--- src/rtl/core/svs_pkg.sv ---
package svs_pkg;

   // Field and datapath widths
   localparam int VALUE_WIDTH     = 28;
   localparam int MAG_WIDTH       = 24;
   localparam int VAL_WIDTH       = 14;
   localparam int Q10_WIDTH       = 10;
   localparam int Q100_WIDTH      = 7;
   localparam int DIGIT_WIDTH     = 4;
   localparam int POS_WIDTH       = 3;
   localparam int SEG_WIDTH       = 8;
   localparam int GLYPH_WIDTH     = 8;
   localparam int DEC_WIDTH       = 3;
   localparam int CSR_INDEX_WIDTH = 1;
   localparam int CSR_DATA_WIDTH  = 3;

   // Number of display positions, scanned 1..DIGITS
   localparam int DIGITS = 4;

   // Default depth of the queue between front and back
   localparam int QUEUE_DEPTH = 2;

   // Saturation of the magnitude in thousandths
   localparam logic [VALUE_WIDTH-1:0] SAT_LIMIT   = 28'd9999000;
   localparam logic [MAG_WIDTH-1:0]   MAG_NEG_SAT = 24'd9999000;
   localparam logic [MAG_WIDTH-1:0]   MAG_POS_SAT = 24'd9998000;

   // Magnitude band thresholds
   localparam logic [MAG_WIDTH-1:0] THR_ONE      = 24'd1000;
   localparam logic [MAG_WIDTH-1:0] THR_TEN      = 24'd10000;
   localparam logic [MAG_WIDTH-1:0] THR_HUNDRED  = 24'd100000;
   localparam logic [MAG_WIDTH-1:0] THR_THOUSAND = 24'd1000000;

   // Reciprocals ceil(2^34 / d): exact quotient for any magnitude below 2^34 / 1000
   localparam int RECIP_WIDTH = 31;
   localparam int RECIP_SHIFT = 34;
   localparam int PROD_WIDTH  = MAG_WIDTH + RECIP_WIDTH;
   localparam logic [RECIP_WIDTH-1:0] RECIP_10   = 31'd1717986919;
   localparam logic [RECIP_WIDTH-1:0] RECIP_100  = 31'd171798692;
   localparam logic [RECIP_WIDTH-1:0] RECIP_1000 = 31'd17179870;

   // Divide by ten: (x * 6554) >> 16 exact for x < 16384
   localparam int WIDE_DIV10_MAGIC = 6554;
   localparam int WIDE_DIV10_SHIFT = 16;
   // Divide by ten: (x * 205) >> 11 exact for x < 1029
   localparam int NARROW_DIV10_MAGIC = 205;
   localparam int NARROW_DIV10_SHIFT = 11;

   // Glyph codes and segment bits
   localparam logic [GLYPH_WIDTH-1:0] GLYPH_BLANK = 8'h0b;
   localparam logic [GLYPH_WIDTH-1:0] GLYPH_MINUS = 8'hfb;
   localparam logic [GLYPH_WIDTH-1:0] GLYPH_NONE  = 8'hff;
   localparam logic [SEG_WIDTH-1:0]   SEG_DOT     = 8'h80;
   localparam logic [SEG_WIDTH-1:0]   SEG_MINUS   = 8'h40;

   localparam logic [SEG_WIDTH-1:0] SEG_TABLE [16] = '{
      8'h3f, 8'h06, 8'h5b, 8'h4f, 8'h66, 8'h6d, 8'h7d, 8'h07,
      8'h7f, 8'h6f, 8'h77, 8'h00, 8'h39, 8'h5e, 8'h79, 8'h71
   };

   // Configuration register indexes
   typedef enum logic [CSR_INDEX_WIDTH-1:0] {
      CSR_DECIMALS          = 1'b0,
      CSR_LOW_RANGE_DEEPNEG = 1'b1
   } csr_index_type;

   // Magnitude bands
   typedef enum logic [2:0] {
      BAND_ONE      = 3'd0,
      BAND_TEN      = 3'd1,
      BAND_HUNDRED  = 3'd2,
      BAND_THOUSAND = 3'd3,
      BAND_OVER     = 3'd4
   } band_type;

   // Divisor applied to the magnitude (1000 / scale)
   typedef enum logic [1:0] {
      DIV_1    = 2'd0,
      DIV_10   = 2'd1,
      DIV_100  = 2'd2,
      DIV_1000 = 2'd3
   } div_type;

   typedef struct packed {
      logic [POS_WIDTH-1:0] dot;
      logic [POS_WIDTH-1:0] count;
      div_type              div;
   } fmt_type;

   // Per-item control carried down the back pipeline
   typedef struct packed {
      logic                 neg;
      logic [POS_WIDTH-1:0] pos;
      fmt_type              fmt;
   } tag_type;

   typedef struct packed {
      tag_type              tag;
      logic [MAG_WIDTH-1:0] mag;
   } queue_entry_type;

endpackage

--- src/rtl/core/seven_segment_value_scanner.sv ---
// Throughput: one item per cycle unless rsp_ready stalls; the front classifies in the
// accepting cycle and the back runs three arithmetic stages (divide, tens split,
// hundreds split) plus the output register, so a stalled rsp_ side backs up the queue
// before req_ready drops.
// Reset (synchronous): queue and pipeline empty, decimals 0, deep-negative flag 0,
// scan position 1.
module seven_segment_value_scanner #(
   parameter int QUEUE_DEPTH = svs_pkg::QUEUE_DEPTH
) (
   input  logic                                   clock,
   input  logic                                   reset,
   input  logic                                   req_valid,
   output logic                                   req_ready,
   input  logic signed [svs_pkg::VALUE_WIDTH-1:0] req_value_milli,
   output logic                                   rsp_valid,
   input  logic                                   rsp_ready,
   output logic [svs_pkg::POS_WIDTH-1:0]          rsp_digit_select,
   output logic [svs_pkg::SEG_WIDTH-1:0]          rsp_segments,
   input  logic                                   csr_valid,
   output logic                                   csr_ready,
   input  logic [svs_pkg::CSR_INDEX_WIDTH-1:0]    csr_index,
   input  logic [svs_pkg::CSR_DATA_WIDTH-1:0]     csr_data
);
   import svs_pkg::*;

   logic            push_valid;
   logic            push_ready;
   queue_entry_type push_data;
   logic            pop_valid;
   logic            pop_ready;
   queue_entry_type pop_data;

   // Front: accept, saturate, classify, assign scan position
   svs_front u_front (
      .clock           (clock),
      .reset           (reset),
      .req_valid       (req_valid),
      .req_ready       (req_ready),
      .req_value_milli (req_value_milli),
      .csr_valid       (csr_valid),
      .csr_ready       (csr_ready),
      .csr_index       (csr_index),
      .csr_data        (csr_data),
      .push_valid      (push_valid),
      .push_ready      (push_ready),
      .push_data       (push_data)
   );

   // Decoupling queue
   svs_queue #(
      .QUEUE_DEPTH (QUEUE_DEPTH)
   ) u_queue (
      .clock      (clock),
      .reset      (reset),
      .push_valid (push_valid),
      .push_ready (push_ready),
      .push_data  (push_data),
      .pop_valid  (pop_valid),
      .pop_ready  (pop_ready),
      .pop_data   (pop_data)
   );

   // Back: scale, digit split, segment encode
   svs_back u_back (
      .clock            (clock),
      .reset            (reset),
      .pop_valid        (pop_valid),
      .pop_ready        (pop_ready),
      .pop_data         (pop_data),
      .rsp_valid        (rsp_valid),
      .rsp_ready        (rsp_ready),
      .rsp_digit_select (rsp_digit_select),
      .rsp_segments     (rsp_segments)
   );

endmodule

--- src/rtl/core/svs_front.sv ---
module svs_front (
   input  logic                                 clock,
   input  logic                                 reset,
   input  logic                                 req_valid,
   output logic                                 req_ready,
   input  logic signed [svs_pkg::VALUE_WIDTH-1:0] req_value_milli,
   input  logic                                 csr_valid,
   output logic                                 csr_ready,
   input  logic [svs_pkg::CSR_INDEX_WIDTH-1:0]  csr_index,
   input  logic [svs_pkg::CSR_DATA_WIDTH-1:0]   csr_data,
   output logic                                 push_valid,
   input  logic                                 push_ready,
   output svs_pkg::queue_entry_type             push_data
);
   import svs_pkg::*;

   logic [DEC_WIDTH-1:0] decimals_ff, decimals_in;
   logic                 low_range_ff, low_range_in;
   logic [POS_WIDTH-1:0] scan_ff, scan_in;

   logic                   accept;
   logic [VALUE_WIDTH-1:0] raw;
   logic                   neg;
   logic [VALUE_WIDTH-1:0] mag_full;
   logic [MAG_WIDTH-1:0]   mag;
   logic [DEC_WIDTH-1:0]   dec_eff;
   band_type               band;
   logic [POS_WIDTH-1:0]   pos;

   function automatic fmt_type mk_fmt(logic [POS_WIDTH-1:0] dot,
                                      logic [POS_WIDTH-1:0] count, div_type div);
      fmt_type f;
      f.dot   = dot;
      f.count = count;
      f.div   = div;
      return f;
   endfunction

   // Scale, dot position and digit count by sign, band and decimals
   function automatic fmt_type fmt_lookup(logic is_neg, band_type b, logic [1:0] dec);
      fmt_type f;
      f = mk_fmt(3'd4, 3'd4, DIV_1000);
      unique case (b)
         BAND_ONE, BAND_TEN: begin
            unique case (dec)
               2'd0: f = mk_fmt(3'd4, 3'd1, DIV_1000);
               2'd1: f = mk_fmt(3'd3, 3'd2, DIV_100);
               2'd2: f = mk_fmt(3'd2, 3'd3, DIV_10);
               2'd3: f = is_neg ? mk_fmt(3'd2, 3'd3, DIV_10) : mk_fmt(3'd1, 3'd4, DIV_1);
            endcase
         end
         BAND_HUNDRED: begin
            unique case (dec)
               2'd0: f = is_neg ? mk_fmt(3'd4, 3'd3, DIV_1000) : mk_fmt(3'd4, 3'd2, DIV_1000);
               2'd1: f = is_neg ? mk_fmt(3'd3, 3'd4, DIV_100) : mk_fmt(3'd3, 3'd3, DIV_100);
               2'd2, 2'd3: f = is_neg ? mk_fmt(3'd3, 3'd3, DIV_100) : mk_fmt(3'd2, 3'd4, DIV_10);
            endcase
         end
         BAND_THOUSAND: begin
            if (is_neg || dec == 2'd0) begin
               f = mk_fmt(3'd4, 3'd3, DIV_1000);
            end else begin
               f = mk_fmt(3'd3, 3'd4, DIV_100);
            end
         end
         BAND_OVER: f = mk_fmt(3'd4, 3'd4, DIV_1000);
         default:   f = mk_fmt(3'd4, 3'd4, DIV_1000);
      endcase
      return f;
   endfunction

   // Handshakes: the queue decides when an item can enter
   assign accept     = req_valid && push_ready;
   assign req_ready  = push_ready;
   assign push_valid = req_valid;
   assign csr_ready  = 1'b1;

   // Magnitude with saturation
   assign raw      = req_value_milli;
   assign neg      = raw[VALUE_WIDTH-1];
   assign mag_full = neg ? VALUE_WIDTH'(~raw + 1'b1) : raw;
   assign mag      = (mag_full > SAT_LIMIT) ? (neg ? MAG_NEG_SAT : MAG_POS_SAT)
                                            : mag_full[MAG_WIDTH-1:0];

   // Effective decimal count
   always_comb begin
      dec_eff = decimals_ff;
      if (low_range_ff && decimals_ff != '0) begin
         dec_eff = DEC_WIDTH'(1);
      end
      if (dec_eff > DEC_WIDTH'(3)) begin
         dec_eff = DEC_WIDTH'(1);
      end
   end

   // Band classification, negative side closes the hundred band inclusively
   always_comb begin
      priority if (mag <= THR_ONE) begin
         band = BAND_ONE;
      end else if (mag < THR_TEN) begin
         band = BAND_TEN;
      end else if (neg ? (mag <= THR_HUNDRED) : (mag < THR_HUNDRED)) begin
         band = BAND_HUNDRED;
      end else if (mag < THR_THOUSAND) begin
         band = BAND_THOUSAND;
      end else begin
         band = BAND_OVER;
      end
   end

   // Scan position for this item
   assign pos = (scan_ff == '0 || scan_ff > POS_WIDTH'(DIGITS)) ? POS_WIDTH'(1) : scan_ff;
   assign scan_in = !accept ? scan_ff
                  : (pos >= POS_WIDTH'(DIGITS)) ? POS_WIDTH'(1) : pos + 1'b1;

   // Queue entry
   always_comb begin
      push_data.tag.neg = neg;
      push_data.tag.pos = pos;
      push_data.tag.fmt = fmt_lookup(neg, band, dec_eff[1:0]);
      push_data.mag     = mag;
   end

   // Configuration writes
   always_comb begin
      decimals_in  = decimals_ff;
      low_range_in = low_range_ff;
      if (csr_valid) begin
         unique case (csr_index)
            CSR_DECIMALS:          decimals_in  = csr_data;
            CSR_LOW_RANGE_DEEPNEG: low_range_in = csr_data[0];
         endcase
      end
   end

   always_ff @(posedge clock) begin
      if (reset) begin
         decimals_ff  <= '0;
         low_range_ff <= 1'b0;
         scan_ff      <= POS_WIDTH'(1);
      end else begin
         decimals_ff  <= decimals_in;
         low_range_ff <= low_range_in;
         scan_ff      <= scan_in;
      end
   end

   // Scan walks 1..DIGITS, advances on every transfer and wraps after DIGITS
   assert property (@(posedge clock) disable iff (reset)
      accept |=> scan_ff == (($past(pos) == POS_WIDTH'(DIGITS)) ? POS_WIDTH'(1)
                                                              : $past(pos) + 1'b1))
      else $error("scan position did not advance");

endmodule

--- src/rtl/core/svs_queue.sv ---
module svs_queue #(
   parameter int QUEUE_DEPTH = svs_pkg::QUEUE_DEPTH
) (
   input  logic                     clock,
   input  logic                     reset,
   input  logic                     push_valid,
   output logic                     push_ready,
   input  svs_pkg::queue_entry_type push_data,
   output logic                     pop_valid,
   input  logic                     pop_ready,
   output svs_pkg::queue_entry_type pop_data
);
   import svs_pkg::*;

   localparam int PTR_WIDTH = (QUEUE_DEPTH > 1) ? $clog2(QUEUE_DEPTH) : 1;
   localparam int CNT_WIDTH = $clog2(QUEUE_DEPTH + 1);

   queue_entry_type      entry_ff [QUEUE_DEPTH];
   logic [PTR_WIDTH-1:0] wr_ptr_ff, wr_ptr_in;
   logic [PTR_WIDTH-1:0] rd_ptr_ff, rd_ptr_in;
   logic [CNT_WIDTH-1:0] count_ff, count_in;
   logic                 push;
   logic                 pop;

   assign push_ready = count_ff != CNT_WIDTH'(QUEUE_DEPTH);
   assign pop_valid  = count_ff != '0;
   assign push       = push_valid && push_ready;
   assign pop        = pop_valid && pop_ready;
   assign pop_data   = entry_ff[rd_ptr_ff];

   // Pointer and fill count update
   always_comb begin
      wr_ptr_in = wr_ptr_ff;
      rd_ptr_in = rd_ptr_ff;
      count_in  = count_ff;
      if (push) begin
         wr_ptr_in = (wr_ptr_ff == PTR_WIDTH'(QUEUE_DEPTH - 1)) ? '0 : wr_ptr_ff + 1'b1;
      end
      if (pop) begin
         rd_ptr_in = (rd_ptr_ff == PTR_WIDTH'(QUEUE_DEPTH - 1)) ? '0 : rd_ptr_ff + 1'b1;
      end
      if (push && !pop) begin
         count_in = count_ff + 1'b1;
      end else if (pop && !push) begin
         count_in = count_ff - 1'b1;
      end
   end

   always_ff @(posedge clock) begin
      if (reset) begin
         wr_ptr_ff <= '0;
         rd_ptr_ff <= '0;
         count_ff  <= '0;
      end else begin
         wr_ptr_ff <= wr_ptr_in;
         rd_ptr_ff <= rd_ptr_in;
         count_ff  <= count_in;
      end
   end

   // Entry storage
   always_ff @(posedge clock) begin
      if (push) begin
         entry_ff[wr_ptr_ff] <= push_data;
      end
   end

   assert property (@(posedge clock) disable iff (reset)
      count_ff <= CNT_WIDTH'(QUEUE_DEPTH))
      else $error("queue fill count beyond depth");

   assert property (@(posedge clock) disable iff (reset)
      push && !pop |=> count_ff == $past(count_ff) + 1'b1)
      else $error("queue push lost");

endmodule

--- src/rtl/core/svs_back.sv ---
module svs_back (
   input  logic                            clock,
   input  logic                            reset,
   input  logic                            pop_valid,
   output logic                            pop_ready,
   input  svs_pkg::queue_entry_type        pop_data,
   output logic                            rsp_valid,
   input  logic                            rsp_ready,
   output logic [svs_pkg::POS_WIDTH-1:0]   rsp_digit_select,
   output logic [svs_pkg::SEG_WIDTH-1:0]   rsp_segments
);
   import svs_pkg::*;

   localparam int W_PROD_WIDTH = VAL_WIDTH + 13;
   localparam int N_PROD_WIDTH = Q10_WIDTH + 8;
   localparam int D_PROD_WIDTH = Q100_WIDTH + 8;

   // Pipeline advance: everything moves unless a result sits untaken
   logic adv;

   logic                   s1_valid_ff;
   tag_type                s1_tag_ff;
   logic [VAL_WIDTH-1:0]   s1_val_ff, s1_val_in;
   logic [RECIP_WIDTH-1:0] recip;
   logic [PROD_WIDTH-1:0]  quot_prod;

   logic                     s2_valid_ff;
   tag_type                  s2_tag_ff;
   logic [Q10_WIDTH-1:0]     s2_q10_ff, s2_q10_in;
   logic [DIGIT_WIDTH-1:0]   s2_d3_ff, s2_d3_in;
   logic [W_PROD_WIDTH-1:0]  q10_prod;
   logic [VAL_WIDTH-1:0]     q10_times10;
   logic [VAL_WIDTH-1:0]     d3_full;

   logic                     s3_valid_ff;
   tag_type                  s3_tag_ff;
   logic [Q10_WIDTH-1:0]     s3_q10_ff;
   logic [Q100_WIDTH-1:0]    s3_q100_ff, s3_q100_in;
   logic [DIGIT_WIDTH-1:0]   s3_d2_ff, s3_d2_in;
   logic [DIGIT_WIDTH-1:0]   s3_d3_ff;
   logic [N_PROD_WIDTH-1:0]  q100_prod;
   logic [Q10_WIDTH-1:0]     q100_times10;
   logic [Q10_WIDTH-1:0]     d2_full;

   logic [D_PROD_WIDTH-1:0]  d0_prod;
   logic [DIGIT_WIDTH-1:0]   d0;
   logic [DIGIT_WIDTH-1:0]   d1;
   logic [Q100_WIDTH-1:0]    d0_times10;
   logic [Q100_WIDTH-1:0]    d1_full;
   logic [1:0]               slot;
   logic [GLYPH_WIDTH-1:0]   glyph;
   logic                     glyph_digit;
   logic [SEG_WIDTH-1:0]     glyph_seg;
   logic [POS_WIDTH:0]       reach;
   logic [SEG_WIDTH-1:0]     seg;

   logic                   rsp_valid_ff, rsp_valid_in;
   logic [POS_WIDTH-1:0]   rsp_digit_select_ff;
   logic [SEG_WIDTH-1:0]   rsp_segments_ff;

   function automatic logic [GLYPH_WIDTH-1:0] digit_glyph(logic [Q10_WIDTH-1:0] value);
      return (value > Q10_WIDTH'(15)) ? GLYPH_NONE : {4'b0, value[3:0]};
   endfunction

   function automatic logic [SEG_WIDTH-1:0] glyph_segments(logic [GLYPH_WIDTH-1:0] g);
      logic [SEG_WIDTH-1:0] s;
      if (g[7:4] == 4'd0) begin
         s = SEG_TABLE[g[3:0]];
      end else if (g == GLYPH_MINUS) begin
         s = SEG_MINUS;
      end else begin
         s = '0;
      end
      return s;
   endfunction

   assign adv       = !rsp_valid_ff || rsp_ready;
   assign pop_ready = adv;

   // Stage 1: scaled value = magnitude / divisor by reciprocal multiply
   always_comb begin
      unique case (pop_data.tag.fmt.div)
         DIV_1:    recip = '0;
         DIV_10:   recip = RECIP_10;
         DIV_100:  recip = RECIP_100;
         DIV_1000: recip = RECIP_1000;
      endcase
   end
   assign quot_prod = {{RECIP_WIDTH{1'b0}}, pop_data.mag} * {{MAG_WIDTH{1'b0}}, recip};
   // Scaled value never exceeds 9999 for any reachable format
   assign s1_val_in = (pop_data.tag.fmt.div == DIV_1) ? pop_data.mag[VAL_WIDTH-1:0]
                                                     : quot_prod[RECIP_SHIFT +: VAL_WIDTH];

   // Stage 2: split off the last digit
   assign q10_prod    = W_PROD_WIDTH'(s1_val_ff) * W_PROD_WIDTH'(WIDE_DIV10_MAGIC);
   assign s2_q10_in   = q10_prod[WIDE_DIV10_SHIFT +: Q10_WIDTH];
   assign q10_times10 = VAL_WIDTH'({s2_q10_in, 3'b0}) + VAL_WIDTH'({s2_q10_in, 1'b0});
   assign d3_full     = s1_val_ff - q10_times10;
   assign s2_d3_in    = d3_full[DIGIT_WIDTH-1:0];

   // Stage 3: split off the tens digit
   assign q100_prod    = N_PROD_WIDTH'(s2_q10_ff) * N_PROD_WIDTH'(NARROW_DIV10_MAGIC);
   assign s3_q100_in   = q100_prod[NARROW_DIV10_SHIFT +: Q100_WIDTH];
   assign q100_times10 = Q10_WIDTH'({s3_q100_in, 3'b0}) + Q10_WIDTH'({s3_q100_in, 1'b0});
   assign d2_full      = s2_q10_ff - q100_times10;
   assign s3_d2_in     = d2_full[DIGIT_WIDTH-1:0];

   // Output stage: leading digits
   assign d0_prod    = D_PROD_WIDTH'(s3_q100_ff) * D_PROD_WIDTH'(NARROW_DIV10_MAGIC);
   assign d0         = d0_prod[NARROW_DIV10_SHIFT +: DIGIT_WIDTH];
   assign d0_times10 = Q100_WIDTH'({d0, 3'b0}) + Q100_WIDTH'({d0, 1'b0});
   assign d1_full    = s3_q100_ff - d0_times10;
   assign d1         = d1_full[DIGIT_WIDTH-1:0];

   // Glyph of the scanned position, blank padded to the digit count
   assign slot = 2'(s3_tag_ff.pos - 1'b1);
   always_comb begin
      glyph = GLYPH_BLANK;
      unique case (s3_tag_ff.fmt.count)
         3'd4: begin
            unique case (slot)
               2'd0: glyph = {4'b0, d0};
               2'd1: glyph = {4'b0, d1};
               2'd2: glyph = {4'b0, s3_d2_ff};
               2'd3: glyph = {4'b0, s3_d3_ff};
            endcase
         end
         3'd3: begin
            unique case (slot)
               2'd0: glyph = GLYPH_BLANK;
               2'd1: glyph = digit_glyph(Q10_WIDTH'(s3_q100_ff));
               2'd2: glyph = {4'b0, s3_d2_ff};
               2'd3: glyph = {4'b0, s3_d3_ff};
            endcase
         end
         3'd2: begin
            unique case (slot)
               2'd0: glyph = GLYPH_BLANK;
               2'd1: glyph = s3_tag_ff.neg ? GLYPH_MINUS : GLYPH_BLANK;
               2'd2: glyph = digit_glyph(s3_q10_ff);
               2'd3: glyph = {4'b0, s3_d3_ff};
            endcase
         end
         default: begin
            glyph = (slot == 2'd3) ? {4'b0, s3_d3_ff} : GLYPH_BLANK;
         end
      endcase
   end

   // Segment pattern with minus and dot
   assign glyph_digit = glyph[7:4] == 4'd0;
   assign glyph_seg   = glyph_segments(glyph);
   assign reach       = {1'b0, s3_tag_ff.fmt.count} + {1'b0, s3_tag_ff.pos};
   always_comb begin
      priority if (!s3_tag_ff.neg) begin
         seg = glyph_seg;
      end else if (reach >= (POS_WIDTH + 1)'(DIGITS)) begin
         seg = glyph_seg;
         if (glyph_digit && s3_tag_ff.pos == POS_WIDTH'(1)) begin
            seg = seg | SEG_MINUS;
         end
      end else begin
         seg = glyph_digit ? glyph_seg : '0;
      end
      if (s3_tag_ff.fmt.dot == s3_tag_ff.pos) begin
         seg = seg | SEG_DOT;
      end
   end

   assign rsp_valid_in = adv ? s3_valid_ff : rsp_valid_ff;

   // Stage valid bits
   always_ff @(posedge clock) begin
      if (reset) begin
         s1_valid_ff  <= 1'b0;
         s2_valid_ff  <= 1'b0;
         s3_valid_ff  <= 1'b0;
         rsp_valid_ff <= 1'b0;
      end else begin
         if (adv) begin
            s1_valid_ff <= pop_valid;
            s2_valid_ff <= s1_valid_ff;
            s3_valid_ff <= s2_valid_ff;
         end
         rsp_valid_ff <= rsp_valid_in;
      end
   end

   // Stage payloads
   always_ff @(posedge clock) begin
      if (adv) begin
         s1_tag_ff           <= pop_data.tag;
         s1_val_ff           <= s1_val_in;
         s2_tag_ff           <= s1_tag_ff;
         s2_q10_ff           <= s2_q10_in;
         s2_d3_ff            <= s2_d3_in;
         s3_tag_ff           <= s2_tag_ff;
         s3_q10_ff           <= s2_q10_ff;
         s3_q100_ff          <= s3_q100_in;
         s3_d2_ff            <= s3_d2_in;
         s3_d3_ff            <= s2_d3_ff;
         rsp_digit_select_ff <= s3_tag_ff.pos;
         rsp_segments_ff     <= seg;
      end
   end

   assign rsp_valid        = rsp_valid_ff;
   assign rsp_digit_select = rsp_digit_select_ff;
   assign rsp_segments     = rsp_segments_ff;

   assert property (@(posedge clock) disable iff (reset)
      rsp_valid_ff |-> rsp_digit_select_ff >= POS_WIDTH'(1) &&
                       rsp_digit_select_ff <= POS_WIDTH'(DIGITS))
      else $error("digit select out of range");

   assert property (@(posedge clock) disable iff (reset)
      rsp_valid_ff && !rsp_ready |=> $stable(s3_valid_ff) && $stable(s1_valid_ff))
      else $error("pipeline moved under a stalled result");

endmodule

--- config.mk ---
export PLATFORM = sky130hd
export DESIGN_NAME = seven_segment_value_scanner
export DESIGN_NICKNAME = d
export VERILOG_FILES = /design/src/rtl/core/svs_pkg.sv /design/src/rtl/core/seven_segment_value_scanner.sv /design/src/rtl/core/svs_front.sv /design/src/rtl/core/svs_queue.sv /design/src/rtl/core/svs_back.sv
export SDC_FILE = /design/constraint.sdc
export NUM_CORES = 2
export LEC_CHECK = 0
export BUFFER_PORTS_ARGS = -buffer_cell sky130_fd_sc_hd__buf_2
export CORE_ASPECT_RATIO = 0.9
export CORE_MARGIN = 2
export CORE_UTILIZATION = 50
export CTS_BUF_LIST = sky130_fd_sc_hd__clkbuf_4
export DETAILED_ROUTE_END_ITERATION = 8
export PLACE_DENSITY = 0.66
export SYNTH_ARGS = -nofsm -noshare
export SYNTH_HDL_FRONTEND = slang
export SYNTH_SLANG_ARGS = --single-unit
export TNS_END_PERCENT = 50
--- constraint.sdc ---
create_clock -name clock -period 19.3 [get_ports clock]
set_input_delay 0.965 -clock clock [delete_from_list [all_inputs] [get_ports clock]]
set_output_delay 0.965 -clock clock [all_outputs]
set_load 0.02 [all_outputs]
Word level (Yosys, flattened, before mapping)
Memories as Yosys holds them, arrays and structs flattened. A register that Yosys moved wholly into a read port is not among the register bits. Index checks and enable logic that the tools add are counted. Widths: inputs -> output; s select.

Register bits after elaboration: 109. Logic and storage cells: 158. Memories kept: 2. ROM bits: 128. Bits of input ports: 37. Bits in writable memories: 72.

Add/subtract/negate cells: 14. Multiplexer cells: 46. Bitwise gates (word level): 3. $lt $le $gt $ge: 13. Multipliers: 4. Reductions and logical operators: 25. Equal/unequal tests: 19.

Memories: (no name shown) (words 16, bits a word 8, rd ports 1, clocked after memory_dff 0, wr ports 0, RTL line svs_back.sv:68) `s = SEG_TABLE[g[3:0]];`; u_queue.entry_ff (words 2, bits a word 36, rd ports 1, clocked after memory_dff 1, wr ports 1, RTL line svs_queue.sv:18) `queue_entry_type entry_ff [QUEUE_DEPTH];`.

Operator list (count): $pmux 8 s4 (4); $pmux 31 s4 (1); $mux 8 (10); $pmux 8 s3 (3); $mul 24x31->48 (1); $add 28x1->28 const B (1); $gt 28x24->1 const B (1); $mux 28 (1); $not 28->28 (1); $mul 14x12->25 const B (1); $le 24x10->1 const B (1); $le 24x17->1 const B (1); $lt 24x14->1 const B (1); $lt 24x17->1 const B (1); $lt 24x20->1 const B (1); $mux 24 (1); $mux 3 (8); $mux 7 (3); $mul 10x8->18 const B (1); $mul 7x8->15 const B (1); $mux 14 (1); $mux 13 (1); $add 4x4->4 (3); $eq 2x2->1 const B (6); other kinds (37) (70).

Depth between registers and ports, before layout
Word-level depth: 13. Gate-level depth with buffers: 33.

Hierarchy
A second synthesis with hierarchy kept.

Cells, all modules: 3200. Area, all modules: 32600.0 µm².

Modules (own cells, without submodules): svs_back (area an instance 27368.7 µm², cells an instance 2702, instances 1); svs_queue (area an instance 2817.7 µm², cells an instance 136, instances 1); svs_front (area an instance 2413.6 µm², cells an instance 362, instances 1).

Worst setup path before layout
No wires, ideal clock.

Path type: flip-flop to flip-flop. From: reg with a tool-made name. To: reg u_back.s1_val_ff[13], data pin. Stages on the path, launching flop included: 31. Clock period less this slack: 9.242 ns. Required time: 19.035 ns. Setup time: 0.265 ns. Slack: 10.058 ns. Data arrival time: 8.976 ns. Buffers on the path: 5. Path through: dfxtp_1 > buf_1 > buf_1 > mux2i_1 > clkbuf_1 > ha_1 > clkbuf_1 > clkbuf_1 > nor2_1 > fa_1 > fa_1 > inv_1 > fa_1 > inv_1 > fa_1 > fa_1 > fa_1 > inv_1 > fa_1 > inv_1 > ha_1 > o21ai_0 > a22oi_1 > nand4_1 > o32ai_1 > a41oi_1 > o31ai_1 > a21oi_1 > a2111oi_0 > o21a_1 > o31ai_1.

RTL lines: end signal, assigned (RTL line svs_back.sv:193) `s1_val_ff <= s1_val_in;`; end, declared (RTL line svs_back.sv:23) `logic [VAL_WIDTH-1:0] s1_val_ff, s1_val_in;`.

==> flow_metrics.py <==
metrics = {
    "placement": {
        "gp_congestion": 1.05,
        "numPortBuffers": 49,
        "dpl.hpwl_um": 70800,
    },
    "final_layout": {
        "final_nets": 4308,
        "final.fill_count": 5701,
        "final_util_pct": 53.0,
        "drive_gt1_share_pct": 5.00,
        "synthToLayoutAreaGrowth_pct": 4.96,
    },
    "min_path": {
        "worstHoldStart": "u_back.s1_tag_ff[11]",
        "min_path_type": "reg -> reg",
    },
    "sta": {
        "fin_setup_tns_ns": 0,
        "finalHoldViolCount": 0,
        "finClkSkew_ns": 0.0734,
        "rsz0062_at_grt": "false",
        "fin_crit_ns": 10.63,
        "worst_pin_slew_ns": 1.21,
        "fmax_ghz": 0.0941,
        "drv_slew": 0,
        "finalSetupViolations": 0,
        "period_share_pct": 55.1,
        "timing.slew.headroom_pct": 18.7,
    },
    "clocking": {
        "post_cts_buffers": 0,
        "cts_max_level": 4,
        "cts_resized": 0,
        "cts_made_buffers": 17,
        "clk_pin_slew_ns": 0.18,
        "clock_path_buffers": 2,
        "cts_hold_buffers": 0,
        "clk_root_buffer_cell": "clkbuf_4",
        "tritoncts": "done",
        "clock-sinks": 182,
        "clock_latency_ns": 0.67,
    },
    "global_route": {
        "antenna_found_initial": 3,
        "grt_max_degree": 71,
        "grt_pass1_wl_um": 128000,
        "grt_overflow": 0,
        "grt_usage_pct": 25.5,
        "grt_pass1_vias": 22298,
    },
    "critical_path": {
        "path_class": "reg -> reg",
        "endpoint_kind": "flop",
        "worstPathRequired_ns": 19.73,
        "cp-start-kind": "flop",
        "critPathArrivalTime_ns": 11.06,
        "crit_fanout": 35,
    },
    "synth": {
        "synth_cell_type_count": 85,
        "yosysWarnings": 0,
        "avgSynthCellArea_sq_um": 10.0,
        "synthArstFlopShare_pct": 0,
        "ys.flop_type": "edfxtp_1",
        "ys_ff_latch": 182,
        "synth.area.top_cells": "fa_1 (35%), ha_1 (18%), edfxtp_1 (15%)",
        "seq_area_frac_synth_pct": 16.4,
        "synth_edf_count": 166,
        "synth_nets": 4275,
        "synth_common_cells": "inv_1 (980), fa_1 (569), ha_1 (453), edfxtp_1 (166), nor2_1 (163)",
        "synth_top_area_share_pct": 35.3,
        "syn_inst": 3216,
        "synthMostInstantiatedCell": "inv_1",
        "synth_top_area_cell": "fa_1",
        "syn_area_sq_mm": 0.0323,
    },
    "run_status": {
        "outcome": "completed",
    },
    "die": {
        "ios": 51,
        "die_area_sq_mm": 0.0667,
        "initial_utilization_pct": 50.5,
        "dieWidth_um": 272,
        "die_h_um": 245,
        "coreArea_sq_mm": 0.0640,
        "fp-row-count": 88,
    },
    "detailed_routing": {
        "drc": 0,
        "routed_wl_um": 81400,
        "avgViaCountPerCell": 5.19,
        "vias": 21360,
        "drt_iter0_drc": 1742,
        "wl_per_cell_um": 19.8,
        "first_pass_iters": 8,
        "ant_nets": 0,
    },
    "run": {
        "max-cap-violations": 0,
    },
}
[path summary, 6_finish.rpt]
check	endpoint	slack [ns]	depth (start not counted)
setup / recovery	u_back.s1_val_ff[13]	8.67	27
hold / removal	u_back.s2_tag_ff[11]	0.43	0
setup reg to reg	u_back.s1_val_ff[13]	8.67	27
hold reg to reg	u_back.s2_tag_ff[11]	0.43	0
[worst max-delay path, cell delays in order (launching register included)]
cell and delay [ns]:
dfxtp_2 0.56, buf_4 0.52, mux2i_2 0.26, buf_4 0.31, ha_1 0.83, nor2b_1 0.89, fa_1 0.55, inv_1 0.10
fa_1 0.43, fa_1 0.47, fa_1 0.43, fa_1 0.54, inv_1 0.05, fa_1 0.47, inv_1 0.05, fa_1 0.52
inv_1 0.04, ha_1 0.30, o21ai_0 0.08, a22oi_1 0.35, nand4_1 0.20, o32ai_1 0.32, a41oi_1 0.18, o31ai_1 0.59
a21oi_1 0.22, a2111oi_0 0.76, nor3_1 0.11, o31ai_1 0.25
[layout make-up]
type	count	area [sq um]	area share, %
multi-input combinational	1996	23100	68.1
tap	855	1070	3.15
timing repair buffer	70	403	1.19
inverter	982	3690	10.9
clock buffer	17	128	0.376
clock inverter	15	206	0.609
sequential	182	5310	15.6
antenna	2	5.00	0.0148
[metal layers]
layer  wire length [um]  share of wire, %  global-route usage (%)
met3               7280               8.9                    7.97
met4               2410               3.0                    7.21
met1              36400                45                    35.6
met2              35300                43                    38.4
met5                 26             0.032                       0
[cell usage in the layout, fill, tap and decap left out, types with 12 or more instances in the layout]
cell type    n
and2_1      28
and3_1      15
o21ai_0     62
fa_1       569
a21o_1      18
a21oi_1     71
nand3_1     26
mux2_2      25
nor3_1      40
nand4_1     12
xnor2_1     56
nor2_1     161
xor2_1      34
o21a_1      13
nand2b_1    34
dfxtp_1     15
a211oi_1    13
buf_2       49
buf_4       21
inv_1      979
nand2_1    129
clkbuf_4    17
edfxtp_1   166
nor2b_1     51
mux2i_1     29
ha_1       452
[logic make-up after synthesis]
family,after synthesis,synth area share (%)
compound gates,279,5.89
xor+xnor,90,2.44
fa+ha+maj,1022,52.8
buf+inv,1038,12.2
flops,182,16.4
mux,58,1.93
other cells,1,0.0116
simple gates,546,8.35
[per-stage QoR]
step	instance area [sq um]	std cells	hold slack, ns	worst slack, ns
after floorplan	32300	3216	0.400	10.06
after global placement	33600	4085	0.400	9.07
after detailed placement	33600	4085	0.405	8.73
after CTS	33900	4117	0.432	8.73
after global routing	33900	4118	0.442	8.06
final	33900	4119	0.433	8.67
[sequential cells by signal, summed over array words and instances, names as in the netlist, 7 cells and up, named ones only]
signal               flops
u_back.rsp_segments      8
u_back.s3_q100_ff        7
u_back.s3_tag_ff        10
u_back.s2_q10_ff        10
u_back.s2_tag_ff        10
u_queue.entry_ff        72
u_back.s3_q10_ff        10
u_back.s1_val_ff        14
u_back.s1_tag_ff        10
Power is left out: the tool's default activity adds up to more than one toggle a clock period on the data nets, which glitch-free logic cannot reach.
